`src/hdl/lrt_pkg.sv`:
```
// linear ramp table: shared types, command codes and sizes
// used by every module of the block but lrt_ram; depends on nothing
`default_nettype none

package lrt_pkg;

    localparam int LRT_MAX_RAMPS = 16;

    // command codes carried in tuser
    localparam logic [1:0] CMD_ADD   = 2'd0;
    localparam logic [1:0] CMD_TICK  = 2'd1;
    localparam logic [1:0] CMD_QUERY = 2'd2;

    // kinds of result word loaded into the output register
    localparam logic [1:0] K_NONE  = 2'd0;
    localparam logic [1:0] K_ADD   = 2'd1;
    localparam logic [1:0] K_QUERY = 2'd2;
    localparam logic [1:0] K_TICK  = 2'd3;

    // product |end - start| * frame, and restoring divider length
    localparam int PROD_W = 49;
    localparam int STEP_W = 6;

    localparam int IN_DATA_W  = 120;
    localparam int OUT_DATA_W = 48;

    typedef struct packed {
        logic [7:0]         tag;
        logic [7:0]         target;
        logic signed [31:0] start_value;
        logic signed [31:0] end_value;
        logic [15:0]        total;
        logic [15:0]        frame;
    } t_ramp;

    typedef struct packed {
        logic       cap;
        logic       rd_idx;
        logic       rd_last;
        logic       wr_app;
        logic       wr_back;
        logic       wr_move;
        logic       cnt_inc;
        logic       cnt_dec;
        logic       idx_inc;
        logic       ent_lat;
        logic       mul;
        logic       div_step;
        logic       flag_set;
        logic       out_ld;
        logic [1:0] out_kind;
    } t_ctl;

    typedef struct packed {
        logic [1:0] cmd;
        logic       full;
        logic       empty;
        logic       is_last;
        logic       done;
        logic       div_done;
        logic       match;
        logic       out_free;
    } t_sts;

endpackage

`default_nettype wire

```
`src/hdl/lrt_ram.sv`:
```
// generic single write port ram with registered read
// no dependencies
`default_nettype none

module lrt_ram #(
    parameter int W     = 8,
    parameter int DEPTH = 16,
    parameter int AW    = (DEPTH > 1) ? $clog2(DEPTH) : 1
) (
    input  wire logic          i_clk,
    input  wire logic          i_we,
    input  wire logic [AW-1:0] i_waddr,
    input  wire logic [W-1:0]  i_wdata,
    input  wire logic          i_re,
    input  wire logic [AW-1:0] i_raddr,
    output logic      [W-1:0]  o_rdata
);

    logic [W-1:0] r_mem [DEPTH];

    always_ff @(posedge i_clk) begin
        if (i_we) begin
            r_mem[i_waddr] <= i_wdata;
        end
        if (i_re) begin
            o_rdata <= r_mem[i_raddr];
        end
    end

endmodule

`default_nettype wire

```
`src/hdl/lrt_dp.sv`:
```
// linear ramp table datapath: ramp store, counters, multiplier, divider, output register
// depends on lrt_pkg and lrt_ram
`default_nettype none

module lrt_dp
    import lrt_pkg::*;
#(
    parameter int MAX_RAMPS = LRT_MAX_RAMPS
) (
    input  wire logic                  i_clk,
    input  wire logic                  i_rst_n,
    input  wire t_ctl                  i_ctl,
    output t_sts                       o_sts,
    input  wire logic [1:0]            i_command,
    input  wire logic [7:0]            i_tag,
    input  wire logic [7:0]            i_target,
    input  wire logic signed [31:0]    i_start_value,
    input  wire logic signed [31:0]    i_end_value,
    input  wire logic [15:0]           i_duration,
    input  wire logic [7:0]            i_query_tag_a,
    input  wire logic [7:0]            i_query_tag_b,
    input  wire logic                  i_query_use_b,
    output logic                       o_valid,
    input  wire logic                  i_ready,
    output logic [OUT_DATA_W-1:0]      o_data,
    output logic                       o_last
);

    localparam int AW = (MAX_RAMPS > 1) ? $clog2(MAX_RAMPS) : 1;
    localparam int CW = $clog2(MAX_RAMPS + 1);

    logic [1:0]         r_cmd;
    t_ramp              r_new;
    logic [7:0]         r_qa;
    logic [7:0]         r_qb;
    logic               r_use_b;
    logic [CW-1:0]      r_count;
    logic [AW-1:0]      r_idx;
    logic               r_flag;
    t_ramp              r_ent;
    logic               r_done;
    logic [PROD_W-1:0]  r_prod;
    logic [15:0]        r_rem;
    logic [STEP_W-1:0]  r_step;
    logic               r_neg;
    logic               r_ovalid;
    logic [OUT_DATA_W-1:0] r_odata;
    logic               r_olast;
    logic [OUT_DATA_W-1:0] n_odata;
    logic               n_olast;

    t_ramp              w_rdata;
    t_ramp              w_wdata;
    logic [AW-1:0]      w_raddr;
    logic [AW-1:0]      w_waddr;
    logic [15:0]        w_frame;
    logic signed [32:0] w_diff;
    logic [32:0]        w_mag;
    logic [16:0]        w_trial;
    logic               w_ge;
    logic [31:0]        w_q;
    logic [31:0]        w_val;
    logic               w_is_last;

    assign w_raddr = i_ctl.rd_last ? AW'(r_count - CW'(1)) : r_idx;
    assign w_waddr = i_ctl.wr_app ? r_count[AW-1:0] : r_idx;

    always_comb begin
        w_wdata = r_ent;
        if (i_ctl.wr_app) begin
            w_wdata = r_new;
        end else if (i_ctl.wr_move) begin
            w_wdata = w_rdata;
        end
    end

    lrt_ram #(
        .W     ($bits(t_ramp)),
        .DEPTH (MAX_RAMPS),
        .AW    (AW)
    ) u_ram (
        .i_clk   (i_clk),
        .i_we    (i_ctl.wr_app | i_ctl.wr_back | i_ctl.wr_move),
        .i_waddr (w_waddr),
        .i_wdata (w_wdata),
        .i_re    (i_ctl.rd_idx | i_ctl.rd_last),
        .i_raddr (w_raddr),
        .o_rdata (w_rdata)
    );

    // saturating frame advance
    assign w_frame = (w_rdata.frame == 16'hFFFF) ? w_rdata.frame : w_rdata.frame + 16'd1;

    assign w_diff = {r_ent.end_value[31], r_ent.end_value}
                  - {r_ent.start_value[31], r_ent.start_value};
    assign w_mag  = w_diff[32] ? 33'(-w_diff) : 33'(w_diff);

    // one restoring step a cycle
    assign w_trial = {r_rem, r_prod[PROD_W-1]};
    assign w_ge    = w_trial >= {1'b0, r_ent.total};

    assign w_q   = r_prod[31:0];
    assign w_val = 32'(r_ent.start_value) + (r_neg ? 32'(-w_q) : w_q);

    assign w_is_last = (CW'(r_idx) + CW'(1)) == r_count;

    // next result word
    always_comb begin
        n_olast = 1'b1;
        n_odata = '0;
        case (i_ctl.out_kind)
            K_ADD: begin
                n_odata[42] = r_flag;
            end
            K_QUERY: begin
                n_odata[43] = r_flag;
            end
            K_TICK: begin
                n_odata[0]    = 1'b1;
                n_odata[8:1]  = r_ent.target;
                n_odata[40:9] = r_done ? 32'(r_ent.end_value) : w_val;
                n_odata[41]   = r_done;
                n_olast       = w_is_last;
            end
            default: begin
                n_olast = 1'b1;
            end
        endcase
    end

    always_ff @(posedge i_clk) begin
        if (i_ctl.cap) begin
            r_cmd   <= i_command;
            r_new   <= '{tag: i_tag, target: i_target, start_value: i_start_value,
                         end_value: i_end_value, total: i_duration, frame: 16'd0};
            r_qa    <= i_query_tag_a;
            r_qb    <= i_query_tag_b;
            r_use_b <= i_query_use_b;
        end
        if (i_ctl.ent_lat) begin
            r_ent  <= {w_rdata[$bits(t_ramp)-1:16], w_frame};
            r_done <= w_frame >= w_rdata.total;
        end
        if (i_ctl.mul) begin
            r_prod <= {16'd0, w_mag} * {33'd0, r_ent.frame};
            r_rem  <= 16'd0;
            r_step <= '0;
            r_neg  <= w_diff[32];
        end else if (i_ctl.div_step) begin
            r_rem  <= w_ge ? 16'(w_trial - {1'b0, r_ent.total}) : w_trial[15:0];
            r_prod <= {r_prod[PROD_W-2:0], w_ge};
            r_step <= r_step + STEP_W'(1);
        end
        if (i_ctl.out_ld) begin
            r_odata <= n_odata;
            r_olast <= n_olast;
        end
    end

    always_ff @(posedge i_clk) begin
        if (!i_rst_n) begin
            r_count  <= '0;
            r_idx    <= '0;
            r_flag   <= 1'b0;
            r_ovalid <= 1'b0;
        end else begin
            if (i_ctl.cnt_inc) begin
                r_count <= r_count + CW'(1);
            end else if (i_ctl.cnt_dec) begin
                r_count <= r_count - CW'(1);
            end
            if (i_ctl.cap) begin
                r_idx  <= '0;
                r_flag <= 1'b0;
            end else begin
                if (i_ctl.idx_inc) begin
                    r_idx <= r_idx + AW'(1);
                end
                if (i_ctl.flag_set) begin
                    r_flag <= 1'b1;
                end
            end
            if (i_ctl.out_ld) begin
                r_ovalid <= 1'b1;
            end else if (i_ready) begin
                r_ovalid <= 1'b0;
            end
        end
    end

    always_comb begin
        o_sts.cmd      = r_cmd;
        o_sts.full     = r_count >= CW'(MAX_RAMPS);
        o_sts.empty    = r_count == '0;
        o_sts.is_last  = w_is_last;
        o_sts.done     = r_done;
        o_sts.div_done = r_step == STEP_W'(PROD_W - 1);
        o_sts.match    = (w_rdata.tag == r_qa) || (r_use_b && (w_rdata.tag == r_qb));
        o_sts.out_free = !r_ovalid || i_ready;
    end

    assign o_valid = r_ovalid;
    assign o_data  = r_odata;
    assign o_last  = r_olast;

endmodule

`default_nettype wire

```
`src/hdl/lrt_ctrl.sv`:
```
// linear ramp table controller: sequences add, tick and query over the datapath
// depends on lrt_pkg
`default_nettype none

module lrt_ctrl
    import lrt_pkg::*;
(
    input  wire logic i_clk,
    input  wire logic i_rst_n,
    input  wire logic i_in_valid,
    output logic      o_in_ready,
    input  wire t_sts i_sts,
    output t_ctl      o_ctl
);

    localparam logic [3:0] S_IDLE  = 4'd0;
    localparam logic [3:0] S_DISP  = 4'd1;
    localparam logic [3:0] S_AEMIT = 4'd2;
    localparam logic [3:0] S_TRD   = 4'd3;
    localparam logic [3:0] S_TWAIT = 4'd4;
    localparam logic [3:0] S_TCHK  = 4'd5;
    localparam logic [3:0] S_TDIV  = 4'd6;
    localparam logic [3:0] S_TEMIT = 4'd7;
    localparam logic [3:0] S_MVRD  = 4'd8;
    localparam logic [3:0] S_MVWR  = 4'd9;
    localparam logic [3:0] S_QRD   = 4'd10;
    localparam logic [3:0] S_QCHK  = 4'd11;

    logic [3:0] r_state;
    logic [3:0] n_state;

    always_ff @(posedge i_clk) begin
        if (!i_rst_n) begin
            r_state <= S_IDLE;
        end else begin
            r_state <= n_state;
        end
    end

    assign o_in_ready = (r_state == S_IDLE);

    always_comb begin
        n_state = r_state;
        o_ctl   = '0;
        case (r_state)
            S_IDLE: begin
                if (i_in_valid) begin
                    o_ctl.cap = 1'b1;
                    n_state   = S_DISP;
                end
            end
            S_DISP: begin
                case (i_sts.cmd)
                    CMD_ADD: begin
                        if (i_sts.full) begin
                            o_ctl.flag_set = 1'b1;
                        end else begin
                            o_ctl.wr_app  = 1'b1;
                            o_ctl.cnt_inc = 1'b1;
                        end
                        n_state = S_AEMIT;
                    end
                    CMD_TICK: begin
                        n_state = i_sts.empty ? S_AEMIT : S_TRD;
                    end
                    CMD_QUERY: begin
                        n_state = i_sts.empty ? S_AEMIT : S_QRD;
                    end
                    default: begin
                        n_state = S_AEMIT;
                    end
                endcase
            end
            S_AEMIT: begin
                if (i_sts.out_free) begin
                    o_ctl.out_ld = 1'b1;
                    case (i_sts.cmd)
                        CMD_ADD:   o_ctl.out_kind = K_ADD;
                        CMD_QUERY: o_ctl.out_kind = K_QUERY;
                        default:   o_ctl.out_kind = K_NONE;
                    endcase
                    n_state = S_IDLE;
                end
            end
            S_TRD: begin
                o_ctl.rd_idx = 1'b1;
                n_state      = S_TWAIT;
            end
            S_TWAIT: begin
                o_ctl.ent_lat = 1'b1;
                n_state       = S_TCHK;
            end
            S_TCHK: begin
                if (i_sts.done) begin
                    n_state = S_TEMIT;
                end else begin
                    o_ctl.mul     = 1'b1;
                    o_ctl.wr_back = 1'b1;
                    n_state       = S_TDIV;
                end
            end
            S_TDIV: begin
                o_ctl.div_step = 1'b1;
                if (i_sts.div_done) begin
                    n_state = S_TEMIT;
                end
            end
            S_TEMIT: begin
                if (i_sts.out_free) begin
                    o_ctl.out_ld   = 1'b1;
                    o_ctl.out_kind = K_TICK;
                    if (i_sts.done) begin
                        n_state = S_MVRD;
                    end else if (i_sts.is_last) begin
                        n_state = S_IDLE;
                    end else begin
                        o_ctl.idx_inc = 1'b1;
                        n_state       = S_TRD;
                    end
                end
            end
            S_MVRD: begin
                o_ctl.rd_last = 1'b1;
                n_state       = S_MVWR;
            end
            S_MVWR: begin
                o_ctl.wr_move = 1'b1;
                o_ctl.cnt_dec = 1'b1;
                n_state       = i_sts.is_last ? S_IDLE : S_TRD;
            end
            S_QRD: begin
                o_ctl.rd_idx = 1'b1;
                n_state      = S_QCHK;
            end
            S_QCHK: begin
                if (i_sts.match) begin
                    o_ctl.flag_set = 1'b1;
                    n_state        = S_AEMIT;
                end else if (i_sts.is_last) begin
                    n_state = S_AEMIT;
                end else begin
                    o_ctl.idx_inc = 1'b1;
                    n_state       = S_QRD;
                end
            end
            default: begin
                n_state = S_IDLE;
            end
        endcase
    end

endmodule

`default_nettype wire

```
`src/hdl/linear_ramp_table.sv`:
```
// linear ramp table: top level joining controller and datapath, with assertions
// depends on lrt_pkg, lrt_ctrl, lrt_dp (and lrt_ram below it)
`default_nettype none

// A table of up to MAX_RAMPS linear ramps in Q16.16. An add word (tuser 0)
// appends a ramp and answers with one word, status 1 if the table was full.
// A tick word (tuser 1) advances every ramp one frame and answers with one
// word per ramp carrying target and value start + (end-start)*frame/total,
// truncated toward zero; a finished ramp shows its end value with ramp_done
// set and is replaced by the last entry, which is handled next. A tick on an
// empty table answers with one word of zeros. A query word (tuser 2) answers
// with one word, found set when a ramp carries query_tag_a, or query_tag_b
// when query_use_b is set. tlast marks the final word of each answer. One
// input word is taken at a time. A tick on a running ramp is dominated by
// the 49-step restoring divider; any answer can be held by a stall on the
// output. The ramp store is one ram with a single write and a single
// registered read port.

module linear_ramp_table
    import lrt_pkg::*;
#(
    parameter int MAX_RAMPS = LRT_MAX_RAMPS
) (
    input  wire logic                  i_clk,
    input  wire logic                  i_rst_n,
    // command word
    input  wire logic                  s_axis_tvalid,
    output logic                       s_axis_tready,
    // tag, target, start_value, end_value, duration, query_tag_a, query_tag_b,
    // query_use_b, zero padding
    input  wire logic [IN_DATA_W-1:0]  s_axis_tdata,
    // command
    input  wire logic [1:0]            s_axis_tuser,
    // result word
    output logic                       m_axis_tvalid,
    input  wire logic                  m_axis_tready,
    // write_valid, out_target, out_value, ramp_done, status, found, zero padding
    output logic [OUT_DATA_W-1:0]      m_axis_tdata,
    output logic                       m_axis_tlast
);

    t_ctl w_ctl;
    t_sts w_sts;

    // sequencer
    lrt_ctrl u_ctrl (
        .i_clk      (i_clk),
        .i_rst_n    (i_rst_n),
        .i_in_valid (s_axis_tvalid),
        .o_in_ready (s_axis_tready),
        .i_sts      (w_sts),
        .o_ctl      (w_ctl)
    );

    // store, arithmetic and output register
    lrt_dp #(
        .MAX_RAMPS (MAX_RAMPS)
    ) u_dp (
        .i_clk         (i_clk),
        .i_rst_n       (i_rst_n),
        .i_ctl         (w_ctl),
        .o_sts         (w_sts),
        .i_command     (s_axis_tuser),
        .i_tag         (s_axis_tdata[7:0]),
        .i_target      (s_axis_tdata[15:8]),
        .i_start_value (s_axis_tdata[47:16]),
        .i_end_value   (s_axis_tdata[79:48]),
        .i_duration    (s_axis_tdata[95:80]),
        .i_query_tag_a (s_axis_tdata[103:96]),
        .i_query_tag_b (s_axis_tdata[111:104]),
        .i_query_use_b (s_axis_tdata[112]),
        .o_valid       (m_axis_tvalid),
        .i_ready       (m_axis_tready),
        .o_data        (m_axis_tdata),
        .o_last        (m_axis_tlast)
    );

    // a result word is only loaded when the output register can take it
    a_out_free : assert property (@(posedge i_clk) disable iff (!i_rst_n)
        w_ctl.out_ld |-> w_sts.out_free)
        else $error("result loaded over an untaken word");

    // an append never goes past the table size
    a_no_overfill : assert property (@(posedge i_clk) disable iff (!i_rst_n)
        w_ctl.wr_app |-> !w_sts.full)
        else $error("append into a full table");

    // one command word at a time
    a_one_word : assert property (@(posedge i_clk) disable iff (!i_rst_n)
        (s_axis_tvalid && s_axis_tready) |=> !s_axis_tready)
        else $error("second word taken while busy");

endmodule

`default_nettype wire

```
`config.mk`:
```
export PLATFORM = sky130hd
export DESIGN_NAME = linear_ramp_table
export DESIGN_NICKNAME = d
export VERILOG_FILES = /design/src/hdl/lrt_pkg.sv /design/src/hdl/lrt_ram.sv /design/src/hdl/lrt_dp.sv /design/src/hdl/lrt_ctrl.sv /design/src/hdl/linear_ramp_table.sv
export SDC_FILE = /design/constraint.sdc
export NUM_CORES = 2
export LEC_CHECK = 0
export BUFFER_PORTS_ARGS = -buffer_cell sky130_fd_sc_hd__buf_2
export CORE_MARGIN = 10
export CORE_UTILIZATION = 25
export CTS_CLUSTER_SIZE = 14
export DETAILED_ROUTE_END_ITERATION = 6
export PLACE_DENSITY = 0.41
export SLEW_MARGIN = 20
export SYNTH_ARGS = -nofsm -noshare
export SYNTH_HDL_FRONTEND = slang
export SYNTH_HIERARCHICAL = 1
export SYNTH_SLANG_ARGS = --single-unit
```
`constraint.sdc`:
```
create_clock -name i_clk -period 23.4 [get_ports i_clk]
set_input_delay 4.68 -clock i_clk [delete_from_list [all_inputs] [get_ports i_clk]]
set_output_delay 4.68 -clock i_clk [all_outputs]
set_load 0.005 [all_outputs]
```
==> run_results.csv <==
group,metric,value,unit
yosys,synth_top_area_frac,0.613,
cells_and_area,mostFrequentLayoutCell,"edfxtp_1",
yosys,ys_warn_count,6,
floorplanning,fp.dieH,681,um
yosys,syn_area_per_cell,15.7,um^2
grt,grt_antenna_before_repair,25,
timing,clock_skew,0.119,ns
timing,final.period_utilization,0.507,
timing,setup_slack,11.54,ns
worst_hold_path,hold_class,"register to register",
timing,min_period,11.86,ns
yosys,synthCells,6944,
clock_tree,clkTransAtPathRegs,0.07,ns
worst_setup_path,arrival,12.45,ns
grt,grt-ovfl-total,0,
worst_setup_path,crit_path_end_kind,"register",
floorplanning,io_pins,177,
grt,grt_pass1_vias,65500,
worst_setup_path,critical_path.max_fanout,25,
grt,grt_max_degree,121,
yosys,synth_ff_type,"edfxtp_1",
place,dp_hpwl,204000,um
worst_setup_path,worst-endpoint-required,24.00,ns
cells_and_area,layout_common_cells,"edfxtp_1, nand2_1, inv_1",
floorplanning,initial_core_util,0.251,
cells_and_area,syn_to_final_growth,14.8,%
job,drv_cap,0,
clock_tree,cts_sinks,2264,
routing,post_drt_wl_per_cell,25.8,um
floorplanning,num_rows,242,
clock_tree,post_cts_buffers,0,
routing,totalWireLength,339000,um
timing,drv_slew,0,
clock_tree,ctsHoldBuffers,0,
timing,relSlewSlack,0.255,
yosys,ys_types,94,
routing,drc,0,
routing,firstDrtPassIters,7,
floorplanning,core,0.435,mm^2
clock_tree,cts_resized,0,
timing,fmax,84.4,MHz
worst_setup_path,crit_type,"register to register",
worst_setup_path,worst_path_largest_cell_delay,0.92,ns
routing,drt_iter0_drc,5441,
worst_setup_path,cpMostUsedCell,"fa_1",
cells_and_area,nets,8024,
timing,worstMarginPinSlew,1.11,ns
yosys,synthTopCellsByArea,"edfxtp_1, mux4_2, fa_1",
run_status,status,"completed",
routing,vias,61200,
floorplanning,die_area,0.463,mm^2
yosys,synth-seq-cells,2264,
place,io_buffers,165,
clock_tree,cts_made_buffers,238,
worst_setup_path,crit_slowest_cell,"o41ai_1",
routing,viasPerCell,4.65,
yosys,synth_edf_count,2227,
yosys,synthArstFlopShare,0,
cells_and_area,drive_gt1_frac,0.179,
floorplanning,die_w,681,um
clock_tree,cts-root-buf,"clkbuf_16",
place,gp_congestion,0.826,
grt,grt_first_pass_wirelength,485000,um
yosys,syn_area,0.109,mm^2
clock_tree,ctsHtreeMaxLevel,4,
timing,rsz0062_at_grt,"no",
routing,ant_nets,0,
grt,grt_use_total,0.143,
clock_tree,cts_tree,"built",
clock_tree,worstSkewPairLatency,0.93,ns
worst_setup_path,startpoint_type,"register",
timing,fin_tns_setup,0,ns
yosys,yosysTopAreaCell,"edfxtp_1",
timing,finalHoldViolCount,0,
place,dp_slack,11.52,ns
yosys,yosysSeqAreaShare,0.620,
clock_tree,clock_path_buffers,4,
timing,setup_viol,0,
[state kept, by name, indices dropped and copies added (netlist names), 2 cells and up]
| signal | cells |
|---|---|
| u_dp/u_ram/r_mem | 1792 |
| u_dp/r_count | 5 |
| u_dp/o_data | 44 |
| u_dp/r_qb | 8 |
| u_dp/r_cmd | 2 |
| u_dp/r_rem | 16 |
| u_dp/r_prod | 49 |
| u_dp/r_idx | 4 |
| u_dp/u_ram/o_rdata | 112 |
| u_dp/r_qa | 8 |
| u_ctrl/r_state | 4 |
| u_dp/r_ent | 112 |
| u_dp/r_new | 96 |
| u_dp/r_step | 6 |
[routing by layer]
layer,track usage,routed length [um],vias up
met3,0.0139,12600,401
li1,-,-,26600
met4,0.0325,7770,0
met1,0.194,151000,32900
met2,0.247,168000,1414
met5,0,0,-
[worst paths after layout]
| check | start | end | slack, ns | depth (start not counted) |
|---|---|---|---|---|
| worst max-delay path | u_dp/r_ent[32]$_DFFE_PP_ | u_dp/r_prod[46]$_DFFE_PP_ | 11.54 | 36 |
| worst min-delay path | u_dp/u_ram/o_rdata[60]$_DFFE_PP_ | u_dp/r_ent[60]$_DFFE_PP_ | 0.44 | 0 |
| worst max register to register | u_dp/r_ent[32]$_DFFE_PP_ | u_dp/r_prod[46]$_DFFE_PP_ | 11.54 | 36 |
| worst min register to register | u_dp/u_ram/o_rdata[60]$_DFFE_PP_ | u_dp/r_ent[60]$_DFFE_PP_ | 0.44 | 0 |
[critical path: cells and delay by family (launching register included)]
kind	cells	cell delay [ns]
AO/OA/AOI/OAI	13	4.54
adder cells (fa/ha/maj)	9	4.11
buffers and inverters	8	1.30
flip-flops	1	0.66
AND/OR/NAND/NOR	3	0.46
multiplexers	1	0.27
XOR/XNOR	2	0.25
[Yosys cell counts (30+ instances only)]
cell,number
a211oi_1,31
a21o_1,78
a21oi_1,157
a22oi_1,228
and2_1,184
and3_1,30
buf_1,47
buf_2,37
buf_4,43
clkbuf_1,212
dfxtp_1,37
edfxtp_1,2227
fa_1,435
ha_1,231
inv_1,570
mux2_2,41
mux2i_1,137
mux4_2,448
nand2_1,634
nand2b_1,38
nand3_1,61
nand4_1,31
nor2_1,224
nor3_1,40
o21ai_0,200
xnor2_1,110
xor2_1,79
[final cells by class]
type	count	area, um^2
Clock buffer	269	6150
Multi-Input combinational cell	3756	38000
Timing Repair Buffer	400	2740
Clock inverter	160	1410
Fill cell	43300	309000
Tap cell	5734	7170
Antenna cell	7	17.5
Sequential cell	2264	67600
Inverter	572	2150
[per-stage QoR]
stage | std cells | hold slack [ns] | utilization | area, um^2
after floorplan | 6947 | 0.426 | - | 109000
after global placement | 12700 | 0.428 | 0.271 | 118000
after detailed placement | 12700 | 0.433 | 0.271 | 118000
after CTS | 13200 | 0.441 | 0.288 | 125000
after global routing | 13200 | 0.447 | 0.288 | 125000
final | 13200 | 0.444 | 0.288 | 125000
[kinds of logic after synthesis]
family / share of synthesized area
flops: 0.620
other cells: 0.0000344
xor+xnor: 0.0152
mux: 0.109
compound gates: 0.0544
buf+inv: 0.0349
fa+ha+maj: 0.106
simple gates: 0.0599
Power is not shown: default switching activity piles up to over one toggle a cycle in this logic, so the estimate is an artifact.
